**src/hw/rtl/mdru_pkg.sv**
```systemverilog
`timescale 1ns / 1ps

package mdru_pkg;

  // Access direction
  localparam logic FUNC_READ  = 1'b0;
  localparam logic FUNC_WRITE = 1'b1;

  // Write map
  localparam logic [15:0] ADDR_MULTIPLICAND = 16'h4202;
  localparam logic [15:0] ADDR_MULTIPLIER   = 16'h4203;
  localparam logic [15:0] ADDR_DIVIDEND_LO  = 16'h4204;
  localparam logic [15:0] ADDR_DIVIDEND_HI  = 16'h4205;
  localparam logic [15:0] ADDR_DIVISOR      = 16'h4206;

  // Read map
  localparam logic [15:0] ADDR_QUOT_LO   = 16'h4214;
  localparam logic [15:0] ADDR_QUOT_HI   = 16'h4215;
  localparam logic [15:0] ADDR_PRDREM_LO = 16'h4216;
  localparam logic [15:0] ADDR_PRDREM_HI = 16'h4217;

  localparam logic [15:0] DIV_BY_ZERO_QUOT = 16'hFFFF;

endpackage

```
**src/hw/rtl/mul_div_register_unit.sv**
```systemverilog
`timescale 1ns / 1ps

// Channel   Valid / ready                Payload
// --------  ---------------------------  ----------------------------
// request   in_valid_i / in_ready_o      func_i, addr_i, wdata_i
// response  out_valid_o / out_ready_i    rdata_o, hit_o
//
// Every request gives one response, loaded into an output register when the
// request is taken. Reads and plain writes finish when taken. A multiplier
// write runs 8 shift-add steps and a nonzero divisor write 16 restoring
// divide steps on one shared 17-bit adder; the request port stays low for
// those cycles. A zero divisor finishes at once. Reset clears all registers.
// A stalled response holds and blocks the next request.

module mul_div_register_unit
  import mdru_pkg::*;
(
  input  logic        clk_i,
  input  logic        rst_ni,
  input  logic        in_valid_i,
  output logic        in_ready_o,
  input  logic        func_i,
  input  logic [15:0] addr_i,
  input  logic [7:0]  wdata_i,
  output logic        out_valid_o,
  input  logic        out_ready_i,
  output logic [7:0]  rdata_o,
  output logic        hit_o
);

  localparam logic [1:0] ST_IDLE = 2'd0;
  localparam logic [1:0] ST_MUL  = 2'd1;
  localparam logic [1:0] ST_DIV  = 2'd2;

  logic [1:0]  state_q, state_d;
  logic [3:0]  cnt_q, cnt_d;
  logic [15:0] acc_q, acc_d;
  logic [15:0] shf_q, shf_d;
  logic [7:0]  opnd_q, opnd_d;
  logic [7:0]  mcand_q, mcand_d;
  logic [7:0]  dvd_lo_q, dvd_lo_d;
  logic [7:0]  dvd_hi_q, dvd_hi_d;
  logic [15:0] quot_q, quot_d;
  logic [15:0] prdrem_q, prdrem_d;
  logic        out_valid_q, out_valid_d;
  logic [7:0]  rdata_q, rdata_d;
  logic        hit_q, hit_d;

  logic        accept;
  logic [16:0] alu_a, alu_b;
  logic        alu_sub;
  logic [17:0] alu_sum;
  logic [8:0]  rem_sh;
  logic        quot_bit;

  assign in_ready_o  = (state_q == ST_IDLE) && (!out_valid_q || out_ready_i);
  assign accept      = in_valid_i && in_ready_o;
  assign out_valid_o = out_valid_q;
  assign rdata_o     = rdata_q;
  assign hit_o       = hit_q;

  // Shared adder: multiply adds the multiplicand, divide subtracts the divisor
  assign rem_sh = {acc_q[7:0], shf_q[15]};
  always_comb begin
    if (state_q == ST_DIV) begin
      alu_a   = {8'd0, rem_sh};
      alu_b   = {9'd0, opnd_q};
      alu_sub = 1'b1;
    end else begin
      alu_a   = {1'b0, acc_q[14:0], 1'b0};
      alu_b   = shf_q[7] ? {9'd0, opnd_q} : 17'd0;
      alu_sub = 1'b0;
    end
  end
  assign alu_sum  = {1'b0, alu_a} + {1'b0, alu_b ^ {17{alu_sub}}} + {17'd0, alu_sub};
  assign quot_bit = alu_sum[17];

  always_comb begin
    state_d     = state_q;
    cnt_d       = cnt_q;
    acc_d       = acc_q;
    shf_d       = shf_q;
    opnd_d      = opnd_q;
    mcand_d     = mcand_q;
    dvd_lo_d    = dvd_lo_q;
    dvd_hi_d    = dvd_hi_q;
    quot_d      = quot_q;
    prdrem_d    = prdrem_q;
    out_valid_d = out_valid_q && !out_ready_i;
    rdata_d     = rdata_q;
    hit_d       = hit_q;

    case (state_q)
      ST_IDLE: begin
        if (accept) begin
          out_valid_d = 1'b1;
          rdata_d     = 8'd0;
          hit_d       = 1'b0;
          if (func_i == FUNC_WRITE) begin
            hit_d = addr_i inside {[ADDR_MULTIPLICAND:ADDR_DIVISOR]};
            case (addr_i)
              ADDR_MULTIPLICAND: mcand_d = wdata_i;
              ADDR_MULTIPLIER: begin
                acc_d   = 16'd0;
                shf_d   = {8'd0, wdata_i};
                opnd_d  = mcand_q;
                cnt_d   = 4'd7;
                state_d = ST_MUL;
              end
              ADDR_DIVIDEND_LO: dvd_lo_d = wdata_i;
              ADDR_DIVIDEND_HI: dvd_hi_d = wdata_i;
              ADDR_DIVISOR: begin
                if (wdata_i == 8'd0) begin
                  quot_d   = DIV_BY_ZERO_QUOT;
                  prdrem_d = {dvd_hi_q, dvd_lo_q};
                end else begin
                  acc_d   = 16'd0;
                  shf_d   = {dvd_hi_q, dvd_lo_q};
                  opnd_d  = wdata_i;
                  cnt_d   = 4'd15;
                  state_d = ST_DIV;
                end
              end
              default: ;
            endcase
          end else begin
            hit_d = addr_i inside {[ADDR_QUOT_LO:ADDR_PRDREM_HI]};
            case (addr_i)
              ADDR_QUOT_LO:   rdata_d = quot_q[7:0];
              ADDR_QUOT_HI:   rdata_d = quot_q[15:8];
              ADDR_PRDREM_LO: rdata_d = prdrem_q[7:0];
              ADDR_PRDREM_HI: rdata_d = prdrem_q[15:8];
              default:        rdata_d = 8'd0;
            endcase
          end
        end
      end
      ST_MUL: begin
        acc_d = alu_sum[15:0];
        shf_d = {shf_q[14:0], 1'b0};
        cnt_d = cnt_q - 4'd1;
        if (cnt_q == 4'd0) begin
          prdrem_d = alu_sum[15:0];
          state_d  = ST_IDLE;
        end
      end
      ST_DIV: begin
        // Keep the trial remainder only when the subtract does not borrow
        acc_d = quot_bit ? {7'd0, alu_sum[8:0]} : {7'd0, rem_sh};
        shf_d = {shf_q[14:0], quot_bit};
        cnt_d = cnt_q - 4'd1;
        if (cnt_q == 4'd0) begin
          quot_d   = {shf_q[14:0], quot_bit};
          prdrem_d = quot_bit ? {8'd0, alu_sum[7:0]} : {8'd0, rem_sh[7:0]};
          state_d  = ST_IDLE;
        end
      end
      default: state_d = ST_IDLE;
    endcase
  end

  always_ff @(posedge clk_i or negedge rst_ni) begin
    if (!rst_ni) begin
      state_q     <= ST_IDLE;
      cnt_q       <= 4'd0;
      acc_q       <= 16'd0;
      shf_q       <= 16'd0;
      opnd_q      <= 8'd0;
      mcand_q     <= 8'd0;
      dvd_lo_q    <= 8'd0;
      dvd_hi_q    <= 8'd0;
      quot_q      <= 16'd0;
      prdrem_q    <= 16'd0;
      out_valid_q <= 1'b0;
      rdata_q     <= 8'd0;
      hit_q       <= 1'b0;
    end else begin
      state_q     <= state_d;
      cnt_q       <= cnt_d;
      acc_q       <= acc_d;
      shf_q       <= shf_d;
      opnd_q      <= opnd_d;
      mcand_q     <= mcand_d;
      dvd_lo_q    <= dvd_lo_d;
      dvd_hi_q    <= dvd_hi_d;
      quot_q      <= quot_d;
      prdrem_q    <= prdrem_d;
      out_valid_q <= out_valid_d;
      rdata_q     <= rdata_d;
      hit_q       <= hit_d;
    end
  end

endmodule

```
**config.mk**
```make
export PLATFORM = sky130hd
export DESIGN_NAME = mul_div_register_unit
export DESIGN_NICKNAME = d
export VERILOG_FILES = /design/src/hw/rtl/mdru_pkg.sv /design/src/hw/rtl/mul_div_register_unit.sv
export SDC_FILE = /design/constraint.sdc
export NUM_CORES = 1
export LEC_CHECK = 0
export ABC_AREA = 1
export CORE_MARGIN = 2
export CORE_UTILIZATION = 50
export DETAILED_ROUTE_END_ITERATION = 8
export DONT_BUFFER_PORTS = 1
export PLACE_DENSITY = 0.73
export SLEW_MARGIN = 10
export SYNTH_ARGS = -nofsm -noshare
export SYNTH_HDL_FRONTEND = slang
export SYNTH_SLANG_ARGS = --single-unit
```
**constraint.sdc**
```tcl
create_clock -name clk_i -period 4.3 [get_ports clk_i]
set_input_delay 0.645 -clock clk_i [delete_from_list [all_inputs] [get_ports clk_i]]
set_output_delay 0.645 -clock clk_i [all_outputs]
set_load 0.02 [all_outputs]
```
==> metrics.md <==
| Metric | Value |
|---|---|
| Routed Antenna Nets | 0 |
| Antenna violations before repair | 0 |
| CTS tree | done |
| CP arrival | 3.60 ns |
| Power Total | 2.45 mW |
| Peak supply drop | 0.329 mV |
| Fin. Hold Viols | 0 |
| CP Launch Type | register |
| Die footprint | 14,200 sq um |
| Vias | 5,837 |
| Initial Utilization | 0.508 |
| Layout Cells excl Fill | 1,055 |
| First-pass GRT wire length | 28,300 um |
| Cell count after placement | 1,038 |
| Ports | 40 |
| DRC | 0 |
| Length of the first detailed-routing pass in iterations | 5 |
| H-tree level count | 3 |
| R2R Setup Slk | 0.94 ns |
| Footprint of the multi-input gates | 3370 sq um |
| Layout cells sized above 1 | 0.0808 |
| Min-delay worst type | in -> async |
| Net count, final | 918 |
| CTS root buf | clkbuf_16 |
| EDFF count, synth | 0 |
| Tmin final | 3.36 ns |
| DR iter-0 viols | 686 |
| Leak Pwr | 3.57 nW |
| Core ar. | 13,100 sq um |
| Crit Path Max Fanout | 16 |
| Register Area | 2780 sq um |
| Yosys Warn Count | 0 |
| Worst Clk Skew | 0.00605 ns |
| Final GP Congestion | 0.891 |
| Syn Inst Count | 895 |
| Port bufs | 0 |
| Area Overhead vs Synth | 5.80% |
| Mean post-synth cell area | 7.42 sq um |
| CTS resizes | 0 |
| Worst-skew pair later-pin latency | 0.36 ns |
| # rows | 42 |
| Most common cell after layout, fill and taps aside | nand2_1 |
| Critical Path RT | 4.54 ns |
| Placed cell areas | 6670 sq um |
| Ys async rst share | 1.00 |
| Pwr/cell area | 349 nW/um^2 |
| Max_cap viols | 0 |
| Register area share after synthesis | 0.418 |
| Design area | 7030 sq um |
| Die extent in x | 119 um |
| Slew Limit Headroom | 0.243 |
| Die height | 119 um |
| Critical path class | reg -> reg |
| Vias per cell | 5.53 |
| Worst slew pin tran | 1.14 ns |
| Unrepaired setup endpoints after global routing | no |
| CTS buffer count | 9 |
| Clk buf depth | 2 |
| Max-slew violation count | 0 |
| Fmax | 0.297 GHz |
| Vias in the first global route | 5,301 |
| Filler cells | 1,257 |
| Commonest cells after routing, fill and taps aside | 292 x nand2_1, 111 x dfrtp_1, 86 x nand3_1 |
| Most used cell along the critical path | nand3_1 |
| Seq cells post-synth | 111 |
| HPWL Detailed | 12,200 um |
| Routed wire per std cell | 16.0 um |
| Post-route setup TNS | 0 ns |
| Final setup fails | 0 |
| # clock sinks | 111 |
| Cell variety after synth | 38 |
| Hold slack final | 0.187 ns |
| Pin count of the biggest net entering global routing | 112 |
| Status | completed |
| Setup crit end kind | register |
| Clock-pin slew on the worst setup and hold paths | 0.07 ns |
| Total Routed Length | 16,900 um |
| Synth Flop Type | dfrtp_1 |
| Syn Nets | 939 |
| CP peak stage delay | 0.39 ns |
| Worst path cell trace | inv_1 > ha_1 > inv_1 > o21ai_0 > ha_1 > nand2_1 > nor2_1 > nand3_1 > nand3_1 > nand2_1 > or2_2 > nand3_1 > a21oi_1 |
| Synthesized area | 6640 sq um |
| GR Util All Layers | 0.253 |
| Tcrit/Tclk final | 0.782 |
| ANT cells | 0 |
| Overflow after GRT | 0 |
| CP max-delay cell | dfrtp_1 |
synth_stat cells, types with 3 or more instances:
cell	instances	area share
nand2_1	292	0.17
dfrtp_1	111	0.42
nand3_1	86	0.065
o21ai_0	77	0.058
inv_1	64	0.036
nor2_1	64	0.036
nand4_1	29	0.027
a21oi_1	24	0.018
o21ai_2	20	0.026
nor3_1	17	0.013
clkbuf_1	14	0.0079
ha_1	14	0.026
o21ai_1	13	0.0098
buf_2	12	0.0090
buf_6	6	0.010
xor2_1	6	0.0079
buf_4	5	0.0057
nand3_2	4	0.0060
nor2_4	4	0.0068
clkinv_1	3	0.0017
nand2_2	3	0.0028
nor2_2	3	0.0028
report_power, final:
group	switching (mW)	internal [mW]
clock network	0.392	0.541
logic	0.254	0.0937
registers	0.0678	1.10
total	0.714	1.74
flip-flops by register name (all words and copies together), names as in the netlist:
register / cells
rdata_o: 8
dvd_hi_q: 8
quot_q: 16
state_q: 2
prdrem_q: 16
mcand_q: 8
shf_q: 16
dvd_lo_q: 8
cnt_q: 4
opnd_q: 8
hit_o: 1
out_valid_o: 1
acc_q: 15
final timing paths:
| check | start | to | cells past startpoint |
|---|---|---|---|
| setup / recovery | state_q[0] | prdrem_q[11] | 13 |
| hold / removal | rst_ni | acc_q[10] | 1 |
| setup reg to reg | state_q[0] | prdrem_q[11] | 13 |
| hold reg to reg | acc_q[8] | acc_q[8] | 2 |
| max in group asynchronous | rst_ni | mcand_q[2] | 1 |
| min in group clk_i | acc_q[8] | acc_q[8] | 2 |
layer usage:
metal  track usage  vias to the layer above  wire length, um
met2         0.379                      167             7710
met3        0.0436                       17              875
met1         0.379                     2751             8000
met4        0.0692                        0              278
li1              -                     2902                -
met5             0                        -                0
per-stage QoR:
stage | worst slack (ns) | utilization
floorplan | 1.24 | -
global placement | 1.12 | 0.510
detailed placement | 0.973 | 0.510
CTS | 0.965 | 0.537
global route | 0.612 | 0.537
finish | 0.938 | 0.537
final cells by class:
class                      instances  area share
clock buffer                      11      0.0360
clock inverter                     5      0.0114
inverter                          69      0.0369
multi-input combinational        677       0.480
sequential                       111       0.395
tap                              176      0.0313
timing repair buffer               6     0.00926
logic make-up after synthesis:
| family | synth area share |
|---|---|
| xor gates and xnor gates | 0.00791 |
| buffers and inverters | 0.0740 |
| AOI/OAI and AO/OA | 0.120 |
| DFF | 0.418 |
| adders and majority gates | 0.0294 |
| and+or+nand+nor | 0.350 |
worst max-delay path, delay by kind of cell, from the launching register on:
kind | cells | cell delay (ns)
AND/OR/NAND/NOR | 7 | 1.45
AO/OA/AOI/OAI | 2 | 0.28
buffers and inverters | 2 | 0.47
adder cells (fa/ha/maj) | 2 | 0.63
flip-flops | 1 | 0.39
repair_timing:
action,CTS,global route
setup buffers,0,0
hold buffers,1,0
hold endpoints to repair,111,0
No activity file was read; power rests on OpenSTA's default activity.
